--- config.mk ---
export PLATFORM = sky130hd
export DESIGN_NAME = ata_cordic_cell
export DESIGN_NICKNAME = d
export VERILOG_FILES = /design/src/ata_pkg.sv /design/src/ata_cordic_cell.sv
export SDC_FILE = /design/constraint.sdc
export NUM_CORES = 1
export LEC_CHECK = 0
export BUFFER_PORTS_ARGS = -buffer_cell sky130_fd_sc_hd__buf_4
export CORE_UTILIZATION = 50
export DETAILED_ROUTE_END_ITERATION = 12
export HOLD_SLACK_MARGIN = 0.08
export PLACE_DENSITY = 0.73
export SYNTH_ARGS = -nofsm -noshare
export SYNTH_HDL_FRONTEND = slang
export SYNTH_SLANG_ARGS = --single-unit
--- constraint.sdc ---
create_clock -name clk_i -period 4.4 [get_ports clk_i]
set_input_delay 0.22 -clock clk_i [delete_from_list [all_inputs] [get_ports clk_i]]
set_output_delay 0.22 -clock clk_i [all_outputs]
set_load 0.05 [all_outputs]
--- src/ata_pkg.sv ---
// shared types and constants for the accelerometer tilt angle pipeline
`default_nettype none

package ata_pkg;

  // sample and result widths
  localparam int unsigned AccelW = 16;
  localparam int unsigned AngW   = 15;

  // square root datapath: radicand is the sum of squares shifted left by 28
  localparam int unsigned SqW    = 32;
  localparam int unsigned RootW  = 30;
  localparam int unsigned RemW   = 32;

  // cordic datapath
  localparam int unsigned XyW    = 34;
  localparam int unsigned ZW     = 32;
  localparam int unsigned NumShift = 14;
  localparam int unsigned TabLen = 24;

  // output scaling: 18000/pi in Q16, rounding at bit 46
  localparam int unsigned MagW   = 31;
  localparam int unsigned KW     = 29;
  localparam int unsigned ProdW  = MagW + KW;
  localparam int unsigned RndBit = 46;
  localparam int unsigned ResW   = ProdW + 1 - RndBit;
  localparam logic [KW-1:0] Deg100PerRad = KW'(375493621);
  localparam logic [ResW-1:0] AngMax = ResW'(9000);

  // atan(2^-i) in radians scaled by 2^30, truncated
  localparam logic [ZW-1:0] AtanTab [TabLen] = '{
    32'd843314856, 32'd497837829, 32'd263043836, 32'd133525158,
    32'd67021686,  32'd33543515,  32'd16775850,  32'd8388437,
    32'd4194282,   32'd2097149,   32'd1048575,   32'd524287,
    32'd262143,    32'd131071,    32'd65535,     32'd32767,
    32'd16383,     32'd8191,      32'd4095,      32'd2047,
    32'd1023,      32'd511,       32'd255,       32'd127
  };

  // samples that bypass the angle computation
  typedef enum logic [1:0] {
    SpecNone = 2'd0,
    SpecZero = 2'd1,
    SpecPos  = 2'd2,
    SpecNeg  = 2'd3
  } spec_e;

  // payload moving down the square root cells
  typedef struct packed {
    logic signed [AccelW-1:0] num;
    spec_e                    spec;
    logic [SqW-1:0]           rad;
    logic [RemW-1:0]          rem;
    logic [RootW-1:0]         root;
  } sqrt_t;

  // payload moving down the cordic cells
  typedef struct packed {
    logic signed [XyW-1:0] x;
    logic signed [XyW-1:0] y;
    logic signed [ZW-1:0]  z;
    spec_e                 spec;
  } cordic_t;

endpackage

`default_nettype wire

--- src/ata_cordic_cell.sv ---
// one vectoring cordic micro-rotation cell
`default_nettype none

module ata_cordic_cell #(
  parameter int unsigned StageIdx = 0
) (
  input  wire              clk_i,
  input  wire              rst_ni,
  input  wire              valid_i,
  output logic             ready_o,
  input  ata_pkg::cordic_t data_i,
  output logic             valid_o,
  input  wire              ready_i,
  output ata_pkg::cordic_t data_o
);
  import ata_pkg::*;

  logic valid_q;
  cordic_t data_q, data_d;
  logic signed [XyW-1:0] dx, dy;
  logic signed [ZW-1:0] ang;
  logic y_pos;

  // rotate toward the x axis; both updates use the incoming x and y
  always_comb begin
    dx    = data_i.y >>> StageIdx;
    dy    = data_i.x >>> StageIdx;
    ang   = signed'(AtanTab[StageIdx]);
    y_pos = ~data_i.y[XyW-1] & (|data_i.y);
    data_d = data_i;
    if (y_pos) begin
      data_d.x = data_i.x + dx;
      data_d.y = data_i.y - dy;
      data_d.z = data_i.z + ang;
    end else begin
      data_d.x = data_i.x - dx;
      data_d.y = data_i.y + dy;
      data_d.z = data_i.z - ang;
    end
  end

  assign ready_o = ~valid_q | ready_i;

  always_ff @(posedge clk_i or negedge rst_ni) begin
    if (!rst_ni) begin
      valid_q <= 1'b0;
    end else if (ready_o) begin
      valid_q <= valid_i;
    end
  end

  always_ff @(posedge clk_i) begin
    if (ready_o && valid_i) begin
      data_q <= data_d;
    end
  end

  assign valid_o = valid_q;
  assign data_o  = data_q;

endmodule

`default_nettype wire

==> metrics.txt <==
status=completed; number of I/O port buffers=209; initial antenna violation count=0; worst path buffer plus inverter count=3; die area=0.0207 mm²; post-CTS sizing=0; Async S/R FF share, synth=0.980%; Post-CTS Setup Inserts=0; dpl ws=0.174 ns; Syn Nets=1381; Tmin final=3.97 ns; CTS tree=built; final wirelength=29.8 mm; leading area contributor after synthesis=edfxtp_1; critical path type=in2reg; Crit-path slowest cell=nor4_1; final worst slack=0.427 ns; Final Power=3.79 mW; GRT Overall Usage=28.2%; DRC Markers=0; Sum Neg Setup Slack=0 ns; Max FO, Critical Path=7; Worst Min Path Start=data_i[5]; CP cell instances=buf_4, nor4_1, nand3_1, o31a_2, inv_2, ha_1, o21ai_0, o21ai_0, a32oi_1, o221ai_1, a311oi_1, buf_4, o21bai_1, o21ai_0, a21oi_1, xnor2_1; clk slew on worst S/H paths=0.07 ns; post-synthesis cell count=1145; Yosys reg bits=102; total vias in the final route=9431; row cnt=51; register area share after synthesis=30.4%; maximum vdd drop=194 µV; top cell type's share of synthesized area=30.1%; final cycle utilization of the critical path=90.3%; CORE AREA=0.0196 mm²; Hold Vio Cnt, Final=0; Worst EP required=4.50 ns; max-cap viol count=0; Critical Path End Type=flip-flop; total CTS buffers=9; Area Overhead vs Synth=22.0%; PwrDens=308 mW/mm²; Max-slew headroom=31.5%; Antenna Nets Post-Route=0; Syn Area/Cell=8.79 µm²; max incr delay on CP=0.52 ns; Post-synth top flop=edfxtp_1; first-pass GRT wire length=44.7 mm; htree depth=3; DP HPWL=24.0 mm; cell leakage power=5.46 nW; DIE WIDTH=144 µm; clk_lat worst skew=0.35 ns; Critical Path Stages=16; cell mode on critical path=o21ai_0; dominant cells by area after synthesis=edfxtp_1 (30%), ha_1 (16%), xnor2_1 (6.4%), a21oi_1 (6.3%), inv_1 (4.2%); reg2reg setup slack=2.29 ns; worst-case reg-to-reg path depth=3; crit path DAT=4.07 ns; reg2reg end=data_o[46]; Worst Setup SP=data_i[59]; DR vias/cell=5.83; routability congestion estimate=1.03; Final Setup Violations=0; EDFF count, synth=101; post-layout util=62.7%; clk sinks=102; Congestion Overflow GR=0; num ports=210; Critical path destination=data_o[33]; routed length per instance=18.4 µm; Die Ht=144 µm; f_max=252 MHz; Final Skew=0.00628 ns; Iteration-0 DRC Markers=1056; proportion of layout cells with a drive suffix above 1=20.2%; drt pass-1 iters=5; RSZ-0062 raised after global routing=no; cell area after synthesis=0.0101 mm²; Syn. warnings=0; placed cell count=1595; Non-Filler Instances=1618; vias in the first global route=8232; diodes inserted=0; maximum root-to-sink buffer count=2; initial core utilization=51.4%; worst slew pin tran=1.03 ns; most common cell in the netlist=a21oi_1; worst reg2reg startpoint=valid_o; HP Class=in2reg; commonest cells in the netlist=a21oi_1 (127), ha_1 (126), inv_1 (112); clk root buf=clkbuf_16; largest net degree at the start of global routing=85; hold_buf cts=7; CP Launch Type=input port; delay-heaviest family, CP=compound AO/OA/AOI/OAI gates; Final nets=1584; Yosys cell types=73; max-slew violations=0
[flip-flops by register name (all words and copies together), names as in the netlist]
register	count
data_o	101
valid_o	1
[worst min path at each step]
stage	cells past startpoint	slack, ns	to
after global routing	2	0.14	data_o[5]
after detailed placement	1	-0.004	valid_o
final	2	0.15	data_o[5]
after floorplan	0	-0.08	valid_o
after global placement	1	-0.005	valid_o
after CTS	2	0.13	data_o[5]
[per-stage QoR]
stage | area (µm²) | hold slack [ns]
after floorplan | 10100 | -0.0756
after global placement | 11900 | -0.00499
after detailed placement | 11900 | -0.00429
after CTS | 12300 | 0.132
after global routing | 12300 | 0.140
final | 12300 | 0.150
[layer usage]
layer  track usage, %  up-vias  share of wire [%]
met5                0        -                  0
met4             7.45        0                1.5
met2             42.5      484                 44
met1             42.3     4350                 46
li1                 -     4573                  -
met3             3.17       24                9.0
[layout make-up]
type | count | area (µm²)
Sequential cell | 102 | 3060
Inverter | 114 | 428
Clock inverter | 7 | 56.3
Fill cell | 1763 | 7310
Tap cell | 265 | 332
Multi-Input combinational cell | 883 | 6380
Clock buffer | 9 | 225
Timing Repair Buffer | 238 | 1800
[cell usage in the layout (no fill, tap or decap), drive strengths merged, types with 4 or more instances in the layout]
| master | count |
|---|---|
| a21boi | 5 |
| dlygate4sd3 | 7 |
| nand4 | 13 |
| a221oi | 4 |
| a221o | 4 |
| a21o | 40 |
| xor2 | 15 |
| edfxtp | 101 |
| nand3 | 22 |
| nor2b | 14 |
| and3 | 4 |
| o31ai | 16 |
| fa | 4 |
| a211oi | 15 |
| a21oi | 128 |
| o22ai | 8 |
| xnor2 | 73 |
| or2 | 5 |
| inv | 116 |
| nand2b | 10 |
| o211ai | 12 |
| nand2 | 39 |
| ha | 126 |
| nor4 | 16 |
| mux2i | 11 |
| buf | 231 |
| clkbuf | 9 |
| a31oi | 13 |
| nor3 | 31 |
| o21ai | 77 |
| nor2 | 91 |
| a22oi | 7 |
| o21a | 12 |
| o21bai | 20 |
| or3 | 7 |
| o31a | 8 |
[kinds of logic (layout without fill, tap and decap cells)]
group / count (synthesis) / count (layout) / synth area share [%]
compound gates: 394 / 394 / 25.6
xor+xnor: 88 / 88 / 7.66
fa+ha+maj: 130 / 130 / 16.5
buf+inv: 160 / 368 / 6.29
flops: 102 / 102 / 30.4
mux: 11 / 11 / 1.09
simple gates: 260 / 260 / 12.5
[report_power, final]
group	total (mW)	switching (mW)	leakage (nW)	internal (mW)
combinational	1.77	1.15	4.35	0.614
clock	0.751	0.361	0.130	0.389
sequential	1.27	0.0326	0.972	1.24
total	3.79	1.55	5.46	2.24
Power figures use the tool's default switching activity.
