[src/ata_pkg.sv]
// shared types and constants for the accelerometer tilt angle pipeline
`default_nettype none

package ata_pkg;

  // sample and result widths
  localparam int unsigned AccelW = 16;
  localparam int unsigned AngW   = 15;

  // square root datapath: radicand is the sum of squares shifted left by 28
  localparam int unsigned SqW    = 32;
  localparam int unsigned RootW  = 30;
  localparam int unsigned RemW   = 32;

  // cordic datapath
  localparam int unsigned XyW    = 34;
  localparam int unsigned ZW     = 32;
  localparam int unsigned NumShift = 14;
  localparam int unsigned TabLen = 24;

  // output scaling: 18000/pi in Q16, rounding at bit 46
  localparam int unsigned MagW   = 31;
  localparam int unsigned KW     = 29;
  localparam int unsigned ProdW  = MagW + KW;
  localparam int unsigned RndBit = 46;
  localparam int unsigned ResW   = ProdW + 1 - RndBit;
  localparam logic [KW-1:0] Deg100PerRad = KW'(375493621);
  localparam logic [ResW-1:0] AngMax = ResW'(9000);

  // atan(2^-i) in radians scaled by 2^30, truncated
  localparam logic [ZW-1:0] AtanTab [TabLen] = '{
    32'd843314856, 32'd497837829, 32'd263043836, 32'd133525158,
    32'd67021686,  32'd33543515,  32'd16775850,  32'd8388437,
    32'd4194282,   32'd2097149,   32'd1048575,   32'd524287,
    32'd262143,    32'd131071,    32'd65535,     32'd32767,
    32'd16383,     32'd8191,      32'd4095,      32'd2047,
    32'd1023,      32'd511,       32'd255,       32'd127
  };

  // samples that bypass the angle computation
  typedef enum logic [1:0] {
    SpecNone = 2'd0,
    SpecZero = 2'd1,
    SpecPos  = 2'd2,
    SpecNeg  = 2'd3
  } spec_e;

  // payload moving down the square root cells
  typedef struct packed {
    logic signed [AccelW-1:0] num;
    spec_e                    spec;
    logic [SqW-1:0]           rad;
    logic [RemW-1:0]          rem;
    logic [RootW-1:0]         root;
  } sqrt_t;

  // payload moving down the cordic cells
  typedef struct packed {
    logic signed [XyW-1:0] x;
    logic signed [XyW-1:0] y;
    logic signed [ZW-1:0]  z;
    spec_e                 spec;
  } cordic_t;

endpackage

`default_nettype wire

[src/ata_sqrt_cell.sv]
// one cell of the square root chain: resolves one root bit per cell
`default_nettype none

module ata_sqrt_cell (
  input  wire             clk_i,
  input  wire             rst_ni,
  input  wire             valid_i,
  output logic            ready_o,
  input  ata_pkg::sqrt_t  data_i,
  output logic            valid_o,
  input  wire             ready_i,
  output ata_pkg::sqrt_t  data_o
);
  import ata_pkg::*;

  logic valid_q;
  sqrt_t data_q, data_d;
  logic [RemW+1:0] rem_w, trial;

  // bring down the next two radicand bits and try a one root bit
  always_comb begin
    rem_w = {data_i.rem, data_i.rad[SqW-1 -: 2]};
    trial = (RemW+2)'({data_i.root, 2'b01});
    data_d      = data_i;
    data_d.rad  = {data_i.rad[SqW-3:0], 2'b00};
    if (rem_w >= trial) begin
      data_d.rem  = RemW'(rem_w - trial);
      data_d.root = {data_i.root[RootW-2:0], 1'b1};
    end else begin
      data_d.rem  = RemW'(rem_w);
      data_d.root = {data_i.root[RootW-2:0], 1'b0};
    end
  end

  assign ready_o = ~valid_q | ready_i;

  always_ff @(posedge clk_i or negedge rst_ni) begin
    if (!rst_ni) begin
      valid_q <= 1'b0;
    end else if (ready_o) begin
      valid_q <= valid_i;
    end
  end

  always_ff @(posedge clk_i) begin
    if (ready_o && valid_i) begin
      data_q <= data_d;
    end
  end

  assign valid_o = valid_q;
  assign data_o  = data_q;

endmodule

`default_nettype wire

[config.mk]
export PLATFORM = sky130hd
export DESIGN_NAME = ata_sqrt_cell
export DESIGN_NICKNAME = d
export VERILOG_FILES = /design/src/ata_pkg.sv /design/src/ata_sqrt_cell.sv
export SDC_FILE = /design/constraint.sdc
export NUM_CORES = 1
export LEC_CHECK = 0
export ABC_AREA = 0
export BUFFER_PORTS_ARGS = -buffer_cell sky130_fd_sc_hd__clkbuf_2
export CORE_ASPECT_RATIO = 1.25
export CORE_MARGIN = 3
export CORE_UTILIZATION = 40
export CTS_CLUSTER_DIAMETER = 50
export DETAILED_ROUTE_END_ITERATION = 10
export GPL_TIMING_DRIVEN = 0
export PLACE_DENSITY = 0.68
export SLEW_MARGIN = 10
export SYNTH_ARGS = -nofsm -noshare
export SYNTH_HDL_FRONTEND = slang
export SYNTH_SLANG_ARGS = --single-unit
[constraint.sdc]
create_clock -name clk_i -period 6.6 [get_ports clk_i]
set_clock_uncertainty 0.1 [all_clocks]
set_input_delay 1.32 -clock clk_i [delete_from_list [all_inputs] [get_ports clk_i]]
set_output_delay 1.32 -clock clk_i [all_outputs]
set_load 0.01 [all_outputs]
==> reports/qor.csv <==
metric,value,unit
status,completed,
Critical Path Slowest Stage Cell,a2111oi_0,
CTS tree,yes,
via total after detailed routing,4428,
cell taking the most area after synthesis,edfxtp_1,
number of antenna diodes,0,
drt via density,5.107,
Leakage,3.253,nW
Period minus WS final,4.107,ns
largest net degree at the start of global routing,64,
worst vdd ir,0.1548,mV
Crit path largest cell delay,0.64,ns
crit path DAT,4.12,ns
asr flop ratio synth,0.9009,%
Synth area leaders,"edfxtp_1 (60%), ha_1 (7.2%), a21oi_1 (4.1%), xnor2_1 (2.7%), inv_1 (2.5%)",
Mapped Cells,451,
wire per inst,18.17,um
NetSw,509.4,uW
initial antenna violation count,0,
GR Util All Layers,19.98,%
pwr dens,245.8,nW/um^2
drt pass-1 iters,5,
Max Cap Viol,0,
critical path type,input port to flip-flop,
Combinational Power Share,20.7,%
yosys warns,0,
switching part of the total,28.65,%
post_cts resized,0,
most instantiated cells after synthesis,"edfxtp_1 (110), a21oi_1 (45), inv_1 (37), ha_1 (32)",
Syn-to-layout area delta,30.33,%
Clock Sink Count,111,
Relative slew margins,53.43,%
"delay-heaviest family, CP",compound AO/OA/AOI/OAI gates,
Slew @ Worst Pin,0.6809,ns
Overflow after GRT,0,
Max Buffers Root-to-Sink,2,
DRC,0,
Worst EP required,6.61,ns
"Seq/Total Area, Yosys",59.98,%
I/O pin cnt,230,
Synth top area share,59.53,%
Final Net Count,839,
vias in the first global route,4554,
post-CTS setup buffer count,0,
initial drt markers,268,
HPWL Detailed,12630,um
hold crit path type,flip-flop to flip-flop,
final setup TNS,0,ns
most frequent cell after synthesis,edfxtp_1,
Syn Area/Cell,12.30,sq um
DRT Wirelength,15760,um
CORE AREA,13410,sq um
area of the die,15330,sq um
IO Port Bufs,227,
GPL Wtd Cong,0.8769,
Mapped Area,5549,sq um
unrepaired setup endpoints after global routing,false,
die height,137.7,um
clock transition at the registers of the reported paths,0.09,ns
Final Hold Viols,0,
CTS Hold Bufs,0,
Final ANT Viol Nets,0,
period utilisation layout,62.23,%
Critical Path Fanout Max,9,
critical-path cell list,clkbuf_2 -> inv_1 -> ha_1 -> clkbuf_1 -> and3_1 -> and4_1 -> and4_1 -> a2111oi_0 -> o21ai_1 -> xor2_1 -> mux2_2,
Max Slew Vio Count,0,
Yosys reg bits,111,
number of H-tree levels,3,
final setup fails,0,
Die Wd,111.3,um
Clock power frac,31.1,%
CP most frequent cell,and4_1,
starting density of the core,41.39,%
clk_lat worst skew,0.35,ns
global-route wire length before repair,23890,um
WP buf/inv,3,
clock root buffer,clkbuf_16,
fraction of layout cells with a size suffix above 1,37.64,%
Reg power frac,48.3,%
critical path startpoint category,input port,
"Core Util, Final",53.94,%
Pwr Total,1.778,mW
kind of end point of the critical path,flip-flop,
FMAX,243.5,MHz
clock buffer count from CTS,9,
Synth cell types,53,
Cell Int Power,1.269,mW
# rows,47,
Synth Flop Type,edfxtp_1,
number of synthesized flops with an enable pin,110,
logic make-up after synthesis:
logic type / share of synthesized area [%]
other: 0.06758
adders and majority gates: 7.215
DFF: 59.98
and+or+nand+nor: 9.132
muxes: 2.638
buffers and inverters: 3.608
xor gates and xnor gates: 4.735
AOI/OAI and AO/OA: 12.63
stage by stage:
stage	hold WS (ns)	worst slack (ns)	std cells	area [sq um]
final	0.5054	2.493	867	7232
after global routing	0.5438	2.390	867	7232
after CTS	0.5072	2.489	867	7232
after detailed placement	0.4912	2.111	851	6933
after global placement	0.4016	1.058	850	6903
after floorplan	0.5221	1.943	452	5553
area by class of cell:
type / count / area (sq um)
repair buffers: 228 / 1164
plain buffers: 13 / 61.31
multi-input cells: 291 / 2027
clock buffers: 9 / 225.2
fillers: 1167 / 6176
clock inverters: 7 / 73.82
well taps: 171 / 214.0
flip-flops and latches: 111 / 3328
inverters: 37 / 138.9
power by group through the flow:
stage	registers (mW)	logic [mW]	clock network [mW]
after detailed placement	0.874	0.370	0
final	0.858	0.368	0.552
after global placement	0.878	0.361	0
after floorplan	0.903	0.196	0
after CTS	0.858	0.372	0.564
after global routing	0.863	0.407	0.592
sequential cells by signal (all words and copies together) (netlist names):
register  flops
data_o      110
valid_o       1
metal layers:
layer	up-vias	global-route usage, %	wire length, um	share of wire (%)
met2	171	37.73	8331	53
met5	-	0	0	0
met4	0	3.651	122	0.77
met1	2087	22.82	6193	39
li1	2159	-	-	-
met3	11	5.580	1108	7.0
cell usage in the layout (no fill, tap or decap), types with 2 or more instances in the layout:
cell,n
and3_1,6
nor4_1,2
clkinv_8,2
and2_1,2
and4_1,5
inv_1,37
o21ai_0,15
buf_4,2
a21o_1,10
a2111o_1,2
clkbuf_1,7
a31oi_1,4
ha_1,32
conb_1,2
o21bai_1,3
nand4_1,7
a211oi_1,2
clkbuf_2,227
nor3_1,6
a2111oi_0,2
inv_6,3
o21ai_1,4
mux2_1,7
mux2_2,6
nor2b_1,3
xor2_1,13
nand3_1,3
edfxtp_1,110
nand2b_1,6
clkbuf_16,9
a31o_2,2
nand2_1,30
xnor2_1,17
nor2_1,30
a21oi_1,45
buf_2,4
o211ai_1,4
o31ai_1,2
worst min-delay path, cell delays in order (launching register included):
cell      delay, ns
dfrtp_1        0.37
nand2b_1       0.11
nand2b_1       0.09
path summary, 6_finish.rpt:
path / startpoint / end / slack [ns] / depth (start not counted)
worst max-delay path: data_i[24] / data_o[59] / 2.49 / 11
worst max register to register: valid_o / data_o[40] / 4.63 / 3
min in group asynchronous: rst_ni / valid_o / 0.62 / 1
worst min register to register: valid_o / valid_o / 0.51 / 2
worst min-delay path: valid_o / valid_o / 0.51 / 2
max in group asynchronous: rst_ni / valid_o / 5.70 / 1
Power figures use the tool's default switching activity.
