--- src/ata_pkg.sv ---
// shared types and constants for the accelerometer tilt angle pipeline
`default_nettype none

package ata_pkg;

  // sample and result widths
  localparam int unsigned AccelW = 16;
  localparam int unsigned AngW   = 15;

  // square root datapath: radicand is the sum of squares shifted left by 28
  localparam int unsigned SqW    = 32;
  localparam int unsigned RootW  = 30;
  localparam int unsigned RemW   = 32;

  // cordic datapath
  localparam int unsigned XyW    = 34;
  localparam int unsigned ZW     = 32;
  localparam int unsigned NumShift = 14;
  localparam int unsigned TabLen = 24;

  // output scaling: 18000/pi in Q16, rounding at bit 46
  localparam int unsigned MagW   = 31;
  localparam int unsigned KW     = 29;
  localparam int unsigned ProdW  = MagW + KW;
  localparam int unsigned RndBit = 46;
  localparam int unsigned ResW   = ProdW + 1 - RndBit;
  localparam logic [KW-1:0] Deg100PerRad = KW'(375493621);
  localparam logic [ResW-1:0] AngMax = ResW'(9000);

  // atan(2^-i) in radians scaled by 2^30, truncated
  localparam logic [ZW-1:0] AtanTab [TabLen] = '{
    32'd843314856, 32'd497837829, 32'd263043836, 32'd133525158,
    32'd67021686,  32'd33543515,  32'd16775850,  32'd8388437,
    32'd4194282,   32'd2097149,   32'd1048575,   32'd524287,
    32'd262143,    32'd131071,    32'd65535,     32'd32767,
    32'd16383,     32'd8191,      32'd4095,      32'd2047,
    32'd1023,      32'd511,       32'd255,       32'd127
  };

  // samples that bypass the angle computation
  typedef enum logic [1:0] {
    SpecNone = 2'd0,
    SpecZero = 2'd1,
    SpecPos  = 2'd2,
    SpecNeg  = 2'd3
  } spec_e;

  // payload moving down the square root cells
  typedef struct packed {
    logic signed [AccelW-1:0] num;
    spec_e                    spec;
    logic [SqW-1:0]           rad;
    logic [RemW-1:0]          rem;
    logic [RootW-1:0]         root;
  } sqrt_t;

  // payload moving down the cordic cells
  typedef struct packed {
    logic signed [XyW-1:0] x;
    logic signed [XyW-1:0] y;
    logic signed [ZW-1:0]  z;
    spec_e                 spec;
  } cordic_t;

endpackage

`default_nettype wire

--- src/ata_front.sv ---
// axis selection, squaring and sum of squares ahead of the square root chain
`default_nettype none

module ata_front (
  input  wire                              clk_i,
  input  wire                              rst_ni,
  input  wire                              mode_i,
  input  wire                              valid_i,
  output logic                             ready_o,
  input  wire  signed [ata_pkg::AccelW-1:0] accel_x_i,
  input  wire  signed [ata_pkg::AccelW-1:0] accel_y_i,
  input  wire  signed [ata_pkg::AccelW-1:0] accel_z_i,
  output logic                             valid_o,
  input  wire                              ready_i,
  output ata_pkg::sqrt_t                   data_o
);
  import ata_pkg::*;

  logic signed [AccelW-1:0] num, oth_a;
  logic signed [2*AccelW-1:0] prod_a, prod_b;
  spec_e spec;

  logic s1_valid_q, s2_valid_q;
  logic s1_ready, s2_ready;
  logic signed [AccelW-1:0] s1_num_q;
  spec_e s1_spec_q;
  logic [SqW-1:0] s1_sqa_q, s1_sqb_q;
  sqrt_t s2_data_q;

  // roll uses y over x,z; pitch uses x over y,z
  always_comb begin
    num   = mode_i ? accel_x_i : accel_y_i;
    oth_a = mode_i ? accel_y_i : accel_x_i;
    prod_a = oth_a * oth_a;
    prod_b = accel_z_i * accel_z_i;
    if (num == '0) begin
      spec = SpecZero;
    end else if (oth_a == '0 && accel_z_i == '0) begin
      spec = num[AccelW-1] ? SpecNeg : SpecPos;
    end else begin
      spec = SpecNone;
    end
  end

  // stall handshake through both stages
  assign s2_ready = ~s2_valid_q | ready_i;
  assign s1_ready = ~s1_valid_q | s2_ready;
  assign ready_o  = s1_ready;

  // stage one: squares
  always_ff @(posedge clk_i or negedge rst_ni) begin
    if (!rst_ni) begin
      s1_valid_q <= 1'b0;
    end else if (s1_ready) begin
      s1_valid_q <= valid_i;
    end
  end

  always_ff @(posedge clk_i) begin
    if (s1_ready && valid_i) begin
      s1_num_q  <= num;
      s1_spec_q <= spec;
      s1_sqa_q  <= SqW'(unsigned'(prod_a));
      s1_sqb_q  <= SqW'(unsigned'(prod_b));
    end
  end

  // stage two: sum of squares starts the root extraction
  always_ff @(posedge clk_i or negedge rst_ni) begin
    if (!rst_ni) begin
      s2_valid_q <= 1'b0;
    end else if (s2_ready) begin
      s2_valid_q <= s1_valid_q;
    end
  end

  always_ff @(posedge clk_i) begin
    if (s2_ready && s1_valid_q) begin
      s2_data_q.num  <= s1_num_q;
      s2_data_q.spec <= s1_spec_q;
      s2_data_q.rad  <= s1_sqa_q + s1_sqb_q;
      s2_data_q.rem  <= '0;
      s2_data_q.root <= '0;
    end
  end

  assign valid_o = s2_valid_q;
  assign data_o  = s2_data_q;

endmodule

`default_nettype wire

--- config.mk ---
export PLATFORM = sky130hd
export DESIGN_NAME = ata_front
export DESIGN_NICKNAME = d
export VERILOG_FILES = /design/src/ata_pkg.sv /design/src/ata_front.sv
export SDC_FILE = /design/constraint.sdc
export NUM_CORES = 1
export LEC_CHECK = 0
export BUFFER_PORTS_ARGS = -buffer_cell sky130_fd_sc_hd__buf_2
export CORE_MARGIN = 3
export CORE_UTILIZATION = 30
export DETAILED_ROUTE_END_ITERATION = 12
export PLACE_DENSITY_LB_ADDON = 0.15
export REMOVE_ABC_BUFFERS = 1
export SYNTH_ARGS = -nofsm -noshare
export SYNTH_HDL_FRONTEND = slang
export SYNTH_SLANG_ARGS = --single-unit
export TNS_END_PERCENT = 100
--- constraint.sdc ---
create_clock -name clk_i -period 4.39 [get_ports clk_i]
set_clock_uncertainty 0.15 [all_clocks]
set_input_delay 1.317 -clock clk_i [delete_from_list [all_inputs] [get_ports clk_i]]
set_output_delay 1.317 -clock clk_i [all_outputs]
set_load 0.02 [all_outputs]
==> load_flow_metrics.sql <==
INSERT INTO impl_metrics (metric_group, metric, value, unit) VALUES
('global_routing', 'grt_util_all_layers', '15.31', '%'),
('synthesis', 'post_synth.cell_area_avg', '10.06', 'um2'),
('synthesis', 'dominant_cells_by_area_after_synthesis', 'sky130_fd_sc_hd__fa_1 40%, sky130_fd_sc_hd__edfxtp_1 16%, sky130_fd_sc_hd__ha_1 11%, sky130_fd_sc_hd__inv_1 10%, sky130_fd_sc_hd__xnor2_1 2.8%', ''),
('cts', 'max_root_sink_buffers', '2', ''),
('global_routing', 'global_route.overflow_total', '0', ''),
('floorplan', 'die_y', '287.3', 'um'),
('critical_path', 'r2r_cell_count', '10', ''),
('detailed_routing', 'route.detailed.wl_per_inst', '14.91', 'um'),
('sta', 'count_of_pins_over_their_slew_limit', '0', ''),
('cts', 'clock_network_latency_to_the_later_pin_of_the_worst_skew_pair', '0.44', 'ns'),
('sta', 'finalWorstPathRequiredPeriod', '7.165', 'ns'),
('floorplan', 'placeableCoreArea', '0.07798', 'mm2'),
('synthesis', 'ys_types', '64', ''),
('sta', 'rsz_0062_raised_after_global_routing', 'yes', ''),
('critical_path', 'cp_data_arrival_time', '7.20', 'ns'),
('placement', 'i_o_buffers', '104', ''),
('cts', 'cts_tree', 'built', ''),
('placement', 'place.detailed.hpwl', '51.21', 'mm'),
('sta', 'layout_worst_path_cycle_share', '163.2', '%'),
('floorplan', 'die_x', '287.3', 'um'),
('min_path', 'min_path_type', 'flop to flop', ''),
('global_routing', 'grt_start_max_net_pins', '53', ''),
('detailed_routing', 'post_drt_via_cell_ratio', '4.343', ''),
('cts', 'cts_root_buffer', 'sky130_fd_sc_hd__clkbuf_16', ''),
('synthesis', 'synth-edff-count', '130', ''),
('placement', 'dp.cells', '3903', ''),
('final_layout', 'antenna_cells_inserted', '0', ''),
('floorplan', 'placement_rows', '102', ''),
('floorplan', 'dieArea', '0.08254', 'mm2'),
('synthesis', 'synthFlopType', 'sky130_fd_sc_hd__edfxtp_1', ''),
('critical_path', 'critical_path.endpoint_type', 'flop', ''),
('critical_path', 'timing.critical_path.fanout_max', '7', ''),
('placement', 'place_congestion', '0.8860', ''),
('final_layout', 'nets', '3718', ''),
('final_layout', 'sequential_cell_area', '0.003954', 'mm2'),
('synthesis', 'synthArstFlopShare', '1.515', '%'),
('global_routing', 'first_global_vias', '19750', ''),
('final_layout', 'design_area', '0.03253', 'mm2'),
('run_status', 'failed_checks', 'setup timing', ''),
('floorplan', 'pin_count', '167', ''),
('cts', 'post_cts_clock_slew_at_the_launch_and_capture_registers_of_the_worst_setup_and_hold_paths', '0.06', 'ns'),
('synthesis', 'ys_seq_elements', '132', ''),
('detailed_routing', 'drt-total-wl', '60.24', 'mm'),
('final_layout', 'fillers', '7641', ''),
('min_path', 'number_of_cells_on_the_worst_hold_path', '0', ''),
('detailed_routing', 'initialDrtViolationCount', '511', ''),
('sta', 'max_clock_freq', '139.6', 'MHz'),
('synthesis', 'synth_top_area_cell', 'sky130_fd_sc_hd__fa_1', ''),
('critical_path', 'kind_of_launch_point_of_the_worst_setup_path', 'primary input', ''),
('sta', 'worst_pin_slew', '0.7442', 'ns'),
('detailed_routing', 'route.antenna.remaining_nets', '0', ''),
('final_layout', 'multi_input_comb_area', '0.01861', 'mm2'),
('sta', 'slew_limit_headroom', '50.39', '%'),
('sta', 'postLayoutSetupSlackWorst', '-2.775', 'ns'),
('final_layout', 'finish.cell_count_without_fillers', '4041', ''),
('cts', 'htreeDepth', '4', ''),
('detailed_routing', 'total_number_of_vias', '17550', ''),
('synthesis', 'netlist_instances', '2360', ''),
('floorplan', 'initial_utilization', '30.44', '%'),
('detailed_routing', 'drtPass1Iterations', '5', ''),
('critical_path', 'critical_setup_path_class', 'primary input to flop', ''),
('sta', 'final_hold_viol_count', '0', ''),
('sta', 'setup_viol_count_final', '53', ''),
('job', 'max_cap_viol_count', '0', ''),
('synthesis', 'synth_top_area_share', '39.89', '%'),
('critical_path', 'max_stage_delay_cell_worst_path', 'sky130_fd_sc_hd__fa_2', ''),
('cts', 'tritoncts.num_buffers', '17', ''),
('global_routing', 'antenna_found_initial', '0', ''),
('final_layout', 'final_layout_size_suffix_gt1_share', '36.35', '%'),
('critical_path', 'worst-r2r-setup-slack', '0.71', 'ns'),
('detailed_routing', 'drc_errors', '0', ''),
('synthesis', 'synth.yosys.seq_area_share', '16.66', '%'),
('global_routing', 'grt_pass1_wl', '99.95', 'mm'),
('synthesis', 'netlist_area', '0.02374', 'mm2'),
('run_status', 'outcome', 'finished with violations', ''),
('final_layout', 'layout-area-overhead-vs-synth', '37.04', '%'),
('placement', 'placed_area', '0.02858', 'mm2'),
('synthesis', 'yosys_warnings', '0', ''),
('cts', 'cts.sink_count', '132', ''),
('critical_path', 'worst_path_largest_cell_delay', '0.54', 'ns'),
('critical_path', 'cp_data_required_time', '4.42', 'ns');
[cell usage in the layout, fill, tap and decap left out, drive strengths merged, types with 4 or more instances in the layout]
cell    Yosys  routed
edfxtp    130     130
fa        473     473
conb        1      62
a211oi      9       9
xor2       28      28
bufinv      0       4
nor2b       8       8
nor2      126     126
buf        66     656
nand3      11      11
clkinv      3       4
nand2     170     170
o21ai      32      32
o21bai      9       9
inv       662     662
nand2b     16      16
mux2i      13      13
a21oi      54      54
and2       50      50
clkbuf     43      24
a31oi       7       7
a21o       48      48
and3        9       9
o21a       10      10
mux2       22      22
nor3       12      12
xnor2      77      77
ha        204     204
a31o        5       5
nand4       9       9
nor4        7       7
[area by class of cell]
cell class	count	area share [%]
clock buffer	24	1.481
clock inverter	8	0.4577
inverter	665	7.769
multi-input combinational	1515	57.19
sequential	132	12.15
tap	1040	4.000
timing repair buffer	657	16.95
[metal layers]
metal	global-route usage [%]	up-vias	share of wire, %
met3	2.022	49	3.3
met1	20.51	8982	45
met5	0	-	0
met2	26.64	246	51
met4	2.890	0	1.4
li1	-	8272	-
[logic make-up after synthesis]
family,synth area share (%)
flops,16.66
xor+xnor,3.874
other cells,0.01580
fa+ha+maj,50.64
buf+inv,13.22
mux,1.592
simple gates,8.333
compound gates,5.661
[critical path, delay by kind of cell]
kind | cells | cell delay (ns)
buffers and inverters | 12 | 1.07
xor gates and xnor gates | 1 | 0.12
adders and majority gates | 7 | 3.20
and+or+nand+nor | 4 | 0.44
AOI/OAI and AO/OA | 4 | 0.85
muxes | 1 | 0.19
[state kept, by name, summed over array words and instances (netlist names)]
register / flops
s1_sqb_q: 31
s1_sqa_q: 31
s1_valid_q: 1
data_o: 50
s1_spec_q: 2
s1_num_q: 16
valid_o: 1
[final timing paths]
kind                                end    startpoint
max in group asynchronous    s1_valid_q        rst_ni
hold / removal              data_o[104]   s1_num_q[8]
min in group asynchronous       valid_o        rst_ni
hold reg to reg             data_o[104]   s1_num_q[8]
setup reg to reg             data_o[84]  s1_sqb_q[10]
setup / recovery           s1_sqa_q[26]        mode_i
[stage by stage]
stage          hold WS (ns)  TNS, ns  util (%)  worst slack (ns)
2_1_floorplan        0.2503  -121.56         -            -4.063
3_3_place_gp         0.2502  -148.32     36.66            -3.902
3_5_place_dp         0.2552  -149.40     36.66            -3.918
4_1_cts              0.2668   -99.45     40.12            -2.734
5_1_grt              0.2699  -107.59     41.72            -2.986
6_report             0.2672   -99.72     41.72            -2.775
[repair_timing]
| action | CTS | global route |
|---|---|---|
| pin swaps | 213 | 166 |
| cloned | 2 | 0 |
| buffers inserted | 64 | 59 |
| hold buffers | 0 | 0 |
| endpoints found under the setup margin | 54 | 53 |
| resized for setup | 423 | 249 |
[Yosys cell counts (10+ instances only)]
library cell and instances:
sky130_fd_sc_hd__a21o_1 48, sky130_fd_sc_hd__a21oi_1 54, sky130_fd_sc_hd__and2_1 50, sky130_fd_sc_hd__buf_4 62, sky130_fd_sc_hd__clkbuf_1 43, sky130_fd_sc_hd__edfxtp_1 130, sky130_fd_sc_hd__fa_1 473, sky130_fd_sc_hd__ha_1 204
sky130_fd_sc_hd__inv_1 661, sky130_fd_sc_hd__mux2_2 22, sky130_fd_sc_hd__mux2i_1 13, sky130_fd_sc_hd__nand2_1 170, sky130_fd_sc_hd__nand2b_1 16, sky130_fd_sc_hd__nand3_1 11, sky130_fd_sc_hd__nor2_1 126, sky130_fd_sc_hd__nor3_1 12
sky130_fd_sc_hd__o21a_1 10, sky130_fd_sc_hd__o21ai_0 32, sky130_fd_sc_hd__xnor2_1 77, sky130_fd_sc_hd__xor2_1 28
Power is left out: the tool's default activity adds up to more than one toggle a clock period on the data nets, which glitch-free logic cannot reach.
