[src/ata_pkg.sv]
// shared types and constants for the accelerometer tilt angle pipeline
`default_nettype none

package ata_pkg;

  // sample and result widths
  localparam int unsigned AccelW = 16;
  localparam int unsigned AngW   = 15;

  // square root datapath: radicand is the sum of squares shifted left by 28
  localparam int unsigned SqW    = 32;
  localparam int unsigned RootW  = 30;
  localparam int unsigned RemW   = 32;

  // cordic datapath
  localparam int unsigned XyW    = 34;
  localparam int unsigned ZW     = 32;
  localparam int unsigned NumShift = 14;
  localparam int unsigned TabLen = 24;

  // output scaling: 18000/pi in Q16, rounding at bit 46
  localparam int unsigned MagW   = 31;
  localparam int unsigned KW     = 29;
  localparam int unsigned ProdW  = MagW + KW;
  localparam int unsigned RndBit = 46;
  localparam int unsigned ResW   = ProdW + 1 - RndBit;
  localparam logic [KW-1:0] Deg100PerRad = KW'(375493621);
  localparam logic [ResW-1:0] AngMax = ResW'(9000);

  // atan(2^-i) in radians scaled by 2^30, truncated
  localparam logic [ZW-1:0] AtanTab [TabLen] = '{
    32'd843314856, 32'd497837829, 32'd263043836, 32'd133525158,
    32'd67021686,  32'd33543515,  32'd16775850,  32'd8388437,
    32'd4194282,   32'd2097149,   32'd1048575,   32'd524287,
    32'd262143,    32'd131071,    32'd65535,     32'd32767,
    32'd16383,     32'd8191,      32'd4095,      32'd2047,
    32'd1023,      32'd511,       32'd255,       32'd127
  };

  // samples that bypass the angle computation
  typedef enum logic [1:0] {
    SpecNone = 2'd0,
    SpecZero = 2'd1,
    SpecPos  = 2'd2,
    SpecNeg  = 2'd3
  } spec_e;

  // payload moving down the square root cells
  typedef struct packed {
    logic signed [AccelW-1:0] num;
    spec_e                    spec;
    logic [SqW-1:0]           rad;
    logic [RemW-1:0]          rem;
    logic [RootW-1:0]         root;
  } sqrt_t;

  // payload moving down the cordic cells
  typedef struct packed {
    logic signed [XyW-1:0] x;
    logic signed [XyW-1:0] y;
    logic signed [ZW-1:0]  z;
    spec_e                 spec;
  } cordic_t;

endpackage

`default_nettype wire

[src/ata_scale.sv]
// radians to hundredths of a degree: magnitude, multiply, round and clamp
`default_nettype none

module ata_scale (
  input  wire                            clk_i,
  input  wire                            rst_ni,
  input  wire                            valid_i,
  output logic                           ready_o,
  input  ata_pkg::cordic_t               data_i,
  output logic                           valid_o,
  input  wire                            ready_i,
  output logic signed [ata_pkg::AngW-1:0] angle_o
);
  import ata_pkg::*;

  logic a_valid_q, b_valid_q, c_valid_q;
  logic a_ready, b_ready, c_ready;

  logic            a_neg_q, b_neg_q;
  spec_e           a_spec_q, b_spec_q;
  logic [MagW-1:0] a_mag_q;
  logic [ProdW-1:0] b_prod_q;
  logic signed [AngW-1:0] c_angle_q;

  logic [ZW-1:0]    z_abs;
  logic [ProdW:0]   rounded;
  logic [ResW-1:0]  res, res_sat;
  logic signed [AngW-1:0] angle_d;

  assign c_ready = ~c_valid_q | ready_i;
  assign b_ready = ~b_valid_q | c_ready;
  assign a_ready = ~a_valid_q | b_ready;
  assign ready_o = a_ready;

  assign z_abs = data_i.z[ZW-1] ? ZW'(-data_i.z) : ZW'(data_i.z);

  // valid bits of the three stages
  always_ff @(posedge clk_i or negedge rst_ni) begin
    if (!rst_ni) begin
      a_valid_q <= 1'b0;
      b_valid_q <= 1'b0;
      c_valid_q <= 1'b0;
    end else begin
      if (a_ready) a_valid_q <= valid_i;
      if (b_ready) b_valid_q <= a_valid_q;
      if (c_ready) c_valid_q <= b_valid_q;
    end
  end

  // stage a: sign and magnitude of the angle
  always_ff @(posedge clk_i) begin
    if (a_ready && valid_i) begin
      a_neg_q  <= data_i.z[ZW-1];
      a_spec_q <= data_i.spec;
      a_mag_q  <= MagW'(z_abs);
    end
  end

  // stage b: multiply by 18000/pi
  always_ff @(posedge clk_i) begin
    if (b_ready && a_valid_q) begin
      b_neg_q  <= a_neg_q;
      b_spec_q <= a_spec_q;
      b_prod_q <= ProdW'(a_mag_q * Deg100PerRad);
    end
  end

  // stage c: round half away from zero, clamp, restore sign; special samples take a fixed result
  always_comb begin
    rounded = {1'b0, b_prod_q} + ((ProdW+1)'(1) << (RndBit - 1));
    res     = rounded[ProdW:RndBit];
    res_sat = (res > AngMax) ? AngMax : res;
    case (b_spec_q)
      SpecZero: angle_d = '0;
      SpecPos:  angle_d = AngW'(AngMax);
      SpecNeg:  angle_d = -AngW'(AngMax);
      default:  angle_d = b_neg_q ? -AngW'(res_sat) : AngW'(res_sat);
    endcase
  end

  always_ff @(posedge clk_i) begin
    if (c_ready && b_valid_q) begin
      c_angle_q <= angle_d;
    end
  end

  assign valid_o = c_valid_q;
  assign angle_o = c_angle_q;

endmodule

`default_nettype wire

[config.mk]
export PLATFORM = sky130hd
export DESIGN_NAME = ata_scale
export DESIGN_NICKNAME = d
export VERILOG_FILES = /design/src/ata_pkg.sv /design/src/ata_scale.sv
export SDC_FILE = /design/constraint.sdc
export NUM_CORES = 1
export LEC_CHECK = 0
export BUFFER_PORTS_ARGS = -buffer_cell sky130_fd_sc_hd__buf_4
export CORE_MARGIN = 8
export CORE_UTILIZATION = 40
export DETAILED_ROUTE_END_ITERATION = 16
export GPL_TIMING_DRIVEN = 0
export PLACE_DENSITY_LB_ADDON = 0.2
export SLEW_MARGIN = 30
export SYNTH_ARGS = -nofsm -noshare
export SYNTH_HDL_FRONTEND = slang
export SYNTH_SLANG_ARGS = --single-unit
[constraint.sdc]
create_clock -name clk_i -period 8 [get_ports clk_i]
set_input_delay 0.4 -clock clk_i [delete_from_list [all_inputs] [get_ports clk_i]]
set_output_delay 0.4 -clock clk_i [all_outputs]
set_load 0.005 [all_outputs]
==> impl_metrics.tcl, run 1 <==
set metrics [dict create \
    status "complete, no violations" \
    fp.dieW_um 239 \
    yosysMostFrequentCell "inv_1" \
    hold_start "data_i[0]" \
    drc 0 \
    grt_max_degree 30 \
    fin_worst_skew_ps 9.78 \
    cts.reportedPaths.clkPinSlew_ps 60 \
    wl_per_cell_um 18.5 \
    synth.distinct_cells 73 \
    design.core.area_um2 49000 \
    root_buffer "clkbuf_16" \
    cts_tree "built" \
    post_route_cells_drive_above_1_share_pct 9.34 \
    die_height_um 239 \
    crit_start "a_mag_q[22]" \
    vias 13366 \
    fmax_mhz 130 \
    ant_nets 0 \
    hpwl_mm 45.2 \
    synth-edff-count 67 \
    netlist_area_um2 19800 \
    finalWirelength_mm 51.0 \
    start_util_pct 40.5 \
    worst_setup_path_end_kind "flop" \
    synth_area_leader_cell "fa_1" \
    synthTopCellsByArea "fa_1 (36%), ha_1 (24%), inv_1 (11%), edfxtp_1 (10%), xnor2_1 (2.7%)" \
    worst_pin_slew_ps 806 \
    yosys_warnings 0 \
    rows 81 \
    worstPathArrival_ps 7770 \
    max_slew_margin_pct 46.2 \
    grt_pass1_vias 14411 \
    instances_no_fill 2763 \
    syn_to_final_growth_pct 11.6 \
    vias_per_cell 4.84 \
    numCtsBuffers 9 \
    final_util_pct 45.2 \
    fin_crit_ps 7670 \
    cp_max_fo 5 \
    drt-initial-drc-count 672 \
    n_antenna_cell 0 \
    place_ws_ps -745 \
    ys_ff_latch 70 \
    port_buffers 54 \
    period_share_pct 95.9 \
    maxCapViolCount 0 \
    final-max-slew-violation-count 0 \
    grt_use_total_pct 18.6 \
    setup_ws_ps 331 \
    netlist_top_cells_count "inv_1 (587), ha_1 (388), fa_1 (358), edfxtp_1 (67), xnor2_1 (60)" \
    io_pins 123 \
    rsz0062_at_grt "no" \
    r2r-start "a_mag_q[22]" \
    grt_pass1_wl_mm 80.5 \
    antenna_found_initial 0 \
    hold_class "input port to flop" \
    synth_nets 2798 \
    syn_area_per_cell_um2 10.2 \
    synth_top_area_share_pct 36.2 \
    clock_path_buffers 2 \
    htreeDepth 3 \
    die_area_um2 56900 \
    syn_inst 1946 \
    dp.cells 2665 \
    startpoint_type "flop" \
    synth_seq_area_share_pct 10.5 \
    drt_first_pass_iters 5 \
    setup_tns_ps 0 \
    async_flop_share_pct 4.29 \
    globalplace.congestion 0.915 \
    nets 2946 \
    clkLatencyLatePin_ps 360 \
    ys.flop_type "edfxtp_1" \
    clkSinkCount 70 \
    path_class "flop to flop" \
    setup_viol 0 \
    required_ps 8100 \
    hold_viol 0 \
    grt-ovfl-total 0 \
]
-- cells in the final DEF (no fill, tap or decap), types with 10 or more instances in the layout --
master / Yosys / final
fa_1: 358 / 358
and2_1: 18 / 17
o31ai_1: 11 / 11
or2_2: 14 / 14
a21o_1: 35 / 35
xor2_1: 36 / 36
o21ai_0: 35 / 35
nor2_1: 35 / 35
edfxtp_1: 67 / 67
nand3_1: 24 / 24
clkbuf_1: 12 / 12
ha_1: 388 / 386
inv_1: 587 / 587
nor3_1: 14 / 13
nor2b_1: 10 / 10
xnor2_1: 60 / 59
a21oi_1: 43 / 40
buf_4: 1 / 131
nand4_1: 12 / 12
nand2_1: 45 / 45
-- timing repair --
item | 4_1_cts | 5_1_grt
endpoints found under the setup margin | 6 | 9
endpoints found under the hold margin | 3 | 0
hold buffers | 1 | 0
buffers inserted | 53 | 28
pin swaps | 0 | 1
gates resized for setup | 3 | 8
-- critical path, stage by stage, from the launching register on --
cell      delay [ps]
edfxtp_1         520
buf_12           200
fa_1             480
fa_1             550
inv_1             60
fa_1             460
fa_1             520
inv_1             50
fa_1             480
fa_1             520
fa_1             540
inv_1             50
fa_1             500
inv_1             40
ha_1             310
nand3_1          140
nor4_4           320
nand2_1          140
or4b_2           690
a21oi_2          240
a211oi_2         120
a22oi_2          230
a21oi_1          110
xnor2_1          140
-- logic make-up (layout without fill, tap and decap cells) --
logic type,Yosys count,in the layout,share of synthesized area (%)
flip-flops,70,70,10.5
AND/OR/NAND/NOR,229,229,6.29
buffers and inverters,607,760,11.5
AO/OA/AOI/OAI,197,197,6.70
XOR/XNOR,96,96,4.24
adder cells (fa/ha/maj),746,746,60.6
multiplexers,1,1,0.0568
-- through the flow --
step / instance area, um^2 / hold WS [ps]
2_1_floorplan: 19800 / 104
3_3_place_gp: 21100 / 189
3_5_place_dp: 21100 / 191
4_1_cts: 21900 / 191
5_1_grt: 22100 / 200
6_report: 22100 / 216
-- metal layers --
| layer | vias up | part of all wire, % | global-route usage (%) | routed length, um |
|---|---|---|---|---|
| li1 | 6426 | - | - | - |
| met5 | - | 0 | 0 | 0 |
| met2 | 254 | 47 | 30.7 | 24100 |
| met3 | 36 | 4.5 | 2.74 | 2300 |
| met4 | 0 | 1.6 | 3.93 | 833 |
| met1 | 6650 | 47 | 25.6 | 23800 |
-- registers in the layout (all words and copies together) (netlist names) --
signal / cells
b_neg_q: 1
a_spec_q: 2
b_prod_q: 15
b_spec_q: 2
a_mag_q: 31
angle_o: 15
a_valid_q: 1
b_valid_q: 1
a_neg_q: 1
valid_o: 1
-- layout make-up --
cell class / instances / area, um^2
Tap cell: 664 / 831
Multi-Input combinational cell: 1269 / 15500
Clock buffer: 11 / 253
Sequential cell: 70 / 2090
Timing Repair Buffer: 137 / 1110
Buffer: 19 / 81.3
Fill cell: 4689 / 26800
Clock inverter: 5 / 57.6
Inverter: 588 / 2210
-- worst paths after layout --
check                               endpoint  slack [ps]  depth (start not counted)
worst min-delay path             a_spec_q[0]         220                          1
worst max-delay path            b_prod_q[53]         330                         23
worst max register to register  b_prod_q[53]         330                         23
worst min register to register   b_spec_q[0]         430                          0
min in group asynchronous            valid_o         360                          2
max in group asynchronous          b_valid_q        7550                          2
Power of run 1 is not shown: default switching activity piles up to over one toggle a cycle in this logic, so the estimate is an artifact.
==> run 2: changes to the inputs <==
==> constraint.sdc (replaced) <==
create_clock -name clk_i -period 6.7 [get_ports clk_i]
set_input_delay 0.335 -clock clk_i [delete_from_list [all_inputs] [get_ports clk_i]]
set_output_delay 0.335 -clock clk_i [all_outputs]
set_load 0.005 [all_outputs]
==> run 2 against run 1 <==
Compared with the run above:
- the run now ends with setup timing left
- register-to-register slack worse by 1000 ps
- hold slack worse by 74 ps
- sequential share of layout area down 0.50 points
- cell area up 5.6%
- routed wire length up 4.4%
- global-route usage up 0.60 points
==> impl_metrics.tcl, run 2 (synthesis gave the netlist of run 1 again) <==
set metrics [dict create \
    final_util_pct 47.7 \
    r2r-start "a_mag_q[20]" \
    hold_class "input port to flop" \
    wl_met1_mm 24.6 \
    cts.reportedPaths.clkPinSlew_ps 60 \
    most-common-layout-cells "inv_1 (578), ha_1 (356), fa_1 (346)" \
    required_ps 6810 \
    final_common_cell "inv_1" \
    grt_pass1_vias 14729 \
    vias 13702 \
    top_register "a_mag_q" \
    fin_crit_ps 7400 \
    die_area_um2 56900 \
    drc 0 \
    finalWirelength_mm 53.3 \
    maxCapViolCount 0 \
    syn_to_final_growth_pct 17.9 \
    hpwl_mm 45.6 \
    cp_max_fo 3 \
    grt_pass1_wl_mm 82.4 \
    worst_pin_slew_ps 838 \
    worstPathArrival_ps 7510 \
    largest_register_ffs 31 \
    rsz0062_at_grt "yes" \
    route.met2.wl_mm 24.6 \
    rr_endpoint "b_prod_q[58]" \
    fin_worst_skew_ps 6.94 \
    final-max-slew-violation-count 0 \
    status "complete, but fails checks" \
    die_height_um 239 \
    crit_start "a_mag_q[20]" \
    ff2ff_path_depth 23 \
    io_pins 123 \
    violations "setup timing" \
    grt_use_total_pct 19.2 \
    max_slew_margin_pct 44.1 \
    setup_ws_ps -698 \
    crit_path_end "b_prod_q[58]" \
    period_share_pct 110 \
    htreeDepth 3 \
    fmax_mhz 135 \
    numCtsBuffers 9 \
    startpoint_type "flop" \
    rows 81 \
    clock_path_buffers 2 \
    globalplace.congestion 0.932 \
    path_class "flop to flop" \
    clkSinkCount 70 \
    n_antenna_cell 0 \
    ant_nets 0 \
    fp.dieW_um 239 \
    grt-ovfl-total 0 \
    reg2reg_slack_ps -700 \
    grt_max_degree 31 \
    post_route_cells_drive_above_1_share_pct 15.5 \
    met3WireLength_mm 3.00 \
    clkLatencyLatePin_ps 370 \
    vias_per_cell 4.88 \
    start_util_pct 40.5 \
    cts_tree "built" \
    port_buffers 54 \
    top_layer_used "met4" \
    wl_per_cell_um 19.0 \
    antenna_found_initial 2 \
    root_buffer "clkbuf_16" \
    worst_setup_path_end_kind "flop" \
    nets 2993 \
    hold_viol 0 \
    setup_viol 15 \
    design.core.area_um2 49000 \
    drt_first_pass_iters 6 \
    drt-initial-drc-count 678 \
]
[run 2: cell types whose count changed in the layout (fill, tap and decap cells not counted), moves of 6 or more]
cell / before / now
fa_2: 0 / 12
xor2_1: 36 / 30
inv_1: 587 / 578
o21ai_0: 35 / 27
inv_2: 1 / 9
buf_4: 131 / 164
ha_4: 0 / 27
fa_1: 358 / 346
ha_1: 386 / 356
buf_6: 0 / 9
a21oi_1: 40 / 34
[run 2: final cells by class]
class	count	area (um^2)
timing repair buffer	184	1560
clock inverter	7	145
buffer	19	81.3
inverter	588	2210
multi-input combinational	1269	16200
clock buffer	9	225
fill	4512	25600
tap	664	831
sequential	70	2090
[run 2: metal layers]
layer	track usage (%)	up-vias
met4	5.36	0
met5	0	-
met2	30.6	305
met1	26.4	6828
met3	3.55	61
li1	-	6508
[run 2: metrics by stage]
stage                     hold WS (ps)  instances  cell area [um^2]  setup slack (ps)  TNS [ps]
after floorplan                   39.4       1946             20000             -37.7     -71.6
after global placement             125       2664             21300             -1200    -14270
after detailed placement           125       2665             21300             -1320    -15650
after CTS                          119       2786             22800              -691     -6670
after global routing               124       2810             23400              -888     -9960
final                              141       2810             23400              -698     -6900
[run 2: worst min path at each step]
stage | slack, ps | depth (start not counted) | startpoint | endpoint
after global placement | 130 | 1 | rst_ni | valid_o
final | 140 | 1 | data_i[1] | a_spec_q[1]
after global routing | 120 | 1 | data_i[1] | a_spec_q[1]
after detailed placement | 130 | 1 | rst_ni | a_valid_q
after CTS | 120 | 1 | data_i[1] | a_spec_q[1]
after floorplan | 40 | 0 | rst_ni | a_valid_q
[run 2: critical path, cell delays in order, from the launching register on]
cell,delay [ps]
edfxtp_1,420
buf_6,160
fa_1,550
inv_2,40
fa_2,580
fa_1,460
fa_2,550
inv_2,40
fa_1,510
fa_1,440
fa_1,510
inv_2,40
fa_1,510
inv_2,40
ha_4,210
a21o_1,180
a211o_1,310
a211oi_2,160
o211ai_1,260
a21oi_4,310
nor3_4,90
a21o_1,200
o211a_1,230
a311o_1,340
[run 2: repair_timing]
action	in CTS	in global routing
pin swaps	25	43
resized for setup	57	58
hold endpoints to repair	3	0
setup buffers	104	27
endpoints found under the setup margin	15	15
hold buffers	1	0
Power of run 2 is left out for the same reason.
==> run 3: changes to the inputs <==
==> constraint.sdc (replaced) <==
create_clock -name clk_i -period 8.32 [get_ports clk_i]
set_input_delay 0.416 -clock clk_i [delete_from_list [all_inputs] [get_ports clk_i]]
set_output_delay 0.416 -clock clk_i [all_outputs]
set_load 0.005 [all_outputs]
==> run 3 against run 2 <==
Compared with the run above:
- the flow now finishes without violations
- maximum frequency shrank 7.5%
- first-iteration DRC count fell by 8.1%
- global-route usage fell by 0.82 points
- cell area down 5.8%
- sequential cell count did not move
- setup slack better by 1000 ps
- via count decreased by 2.4%
==> impl_metrics.tcl, run 3 (synthesis gave the netlist of run 1 again) <==
set metrics [dict create \
    status "complete, no violations" \
    fin_crit_ps 7990 \
    hpwl_mm 45.2 \
    cts.reportedPaths.clkPinSlew_ps 60 \
    drc 0 \
    rsz0062_at_grt "no" \
    clock_path_buffers 2 \
    maxCapViolCount 0 \
    grt_pass1_vias 14256 \
    post_route_cells_drive_above_1_share_pct 8.61 \
    finalWirelength_mm 50.7 \
    globalplace.congestion 0.915 \
    start_util_pct 40.5 \
    period_share_pct 96.1 \
    fp.dieW_um 239 \
    drt-initial-drc-count 623 \
    fmax_mhz 125 \
    ant_nets 0 \
    worst_setup_path_end_kind "flop" \
    holdWs_ps 232 \
    numCtsBuffers 9 \
    cp_max_fo 5 \
    vias_per_cell 4.85 \
    die_height_um 239 \
    port_buffers 54 \
    largest_register_ffs 31 \
    grt_max_degree 30 \
    syn_to_final_growth_pct 11.0 \
    reg2reg_slack_ps 330 \
    startpoint_type "flop" \
    final_common_cell "inv_1" \
    hold_class "input port to flop" \
    die_area_um2 56900 \
    fin_worst_skew_ps 10.3 \
    design.core.area_um2 49000 \
    n_antenna_cell 0 \
    vias 13370 \
    io_pins 123 \
    ff2ff_path_depth 24 \
    top_register "a_mag_q" \
    hold_viol 0 \
    place_area_um2 21100 \
    drt_first_pass_iters 5 \
    nets 2938 \
    most-common-layout-cells "inv_1 (587), ha_1 (388), fa_1 (358)" \
    clkSinkCount 70 \
    final-max-slew-violation-count 0 \
    grt_use_total_pct 18.3 \
    grt-ovfl-total 0 \
    worst_pin_slew_ps 801 \
    grt_pass1_wl_mm 79.6 \
    clkLatencyLatePin_ps 360 \
    htreeDepth 3 \
    required_ps 8430 \
    antenna_found_initial 0 \
    hold_depth 1 \
    setup_viol 0 \
    cts_tree "built" \
    max_slew_margin_pct 46.6 \
    finalInstanceArea_um2 22000 \
    worstPathArrival_ps 8100 \
    rows 81 \
    path_class "flop to flop" \
    wl_per_cell_um 18.4 \
    root_buffer "clkbuf_16" \
]
run 3: changes by cell type in the layout (fill, tap and decap cells not counted), sizes merged:
cell	before	now
bufinv	4	1
buf	190	135
clkinvlp	2	3
clkbuf	21	23
run 3: path summary, 6_finish.rpt:
path | from | to
worst min register to register | a_spec_q[0] | b_spec_q[0]
min in group asynchronous | rst_ni | valid_o
worst max-delay path | a_mag_q[27] | b_prod_q[53]
worst max register to register | a_mag_q[27] | b_prod_q[53]
worst min-delay path | data_i[0] | a_spec_q[0]
max in group asynchronous | rst_ni | b_valid_q
run 3: per-layer routing:
layer | GRT usage [%] | routed length [um] | vias to the layer above
met5 | 0 | 0 | -
met4 | 3.52 | 689 | 0
met3 | 2.70 | 2220 | 35
met2 | 30.5 | 24200 | 266
met1 | 25.3 | 23500 | 6651
li1 | - | - | 6418
run 3: final cells by class:
class	instances	area, um^2
inverters	588	2210
plain buffers	19	81.3
well taps	664	831
repair buffers	129	1020
fillers	4702	26900
clock buffers	11	253
flip-flops and latches	70	2090
multi-input cells	1269	15500
clock inverters	5	57.6
run 3: through the flow:
step / setup TNS (ps) / worst slack, ps / cells / utilization (%)
final: 0 / 325 / 2755 / 45.0
after global routing: 0 / 23.7 / 2755 / 45.0
after CTS: 0 / 17.8 / 2703 / 44.1
after detailed placement: -913 / -425 / 2665 / 43.1
after global placement: -582 / -319 / 2664 / 43.0
after floorplan: 0 / 1070 / 1946 / -
run 3: repair_timing:
action | CTS | global route
resized for setup | 1 | 2
setup buffers | 21 | 52
hold buffers | 1 | 0
endpoints found under the hold margin | 3 | 0
setup endpoints to repair | 4 | 4
run 3: worst max-delay path, stage by stage, from the launching register on:
cell	delay, ps
edfxtp_1	510
buf_4	200
buf_4	160
ha_1	260
fa_1	520
inv_1	60
fa_1	540
inv_1	70
fa_1	520
inv_1	60
fa_1	530
fa_1	550
inv_1	60
fa_1	440
ha_1	290
ha_1	480
a21oi_1	280
a31oi_1	270
o2111a_1	330
or4b_2	620
a21oi_2	240
a211oi_1	150
a22oi_1	310
a21oi_1	130
xnor2_1	140
Power of run 3 is left out for the same reason.
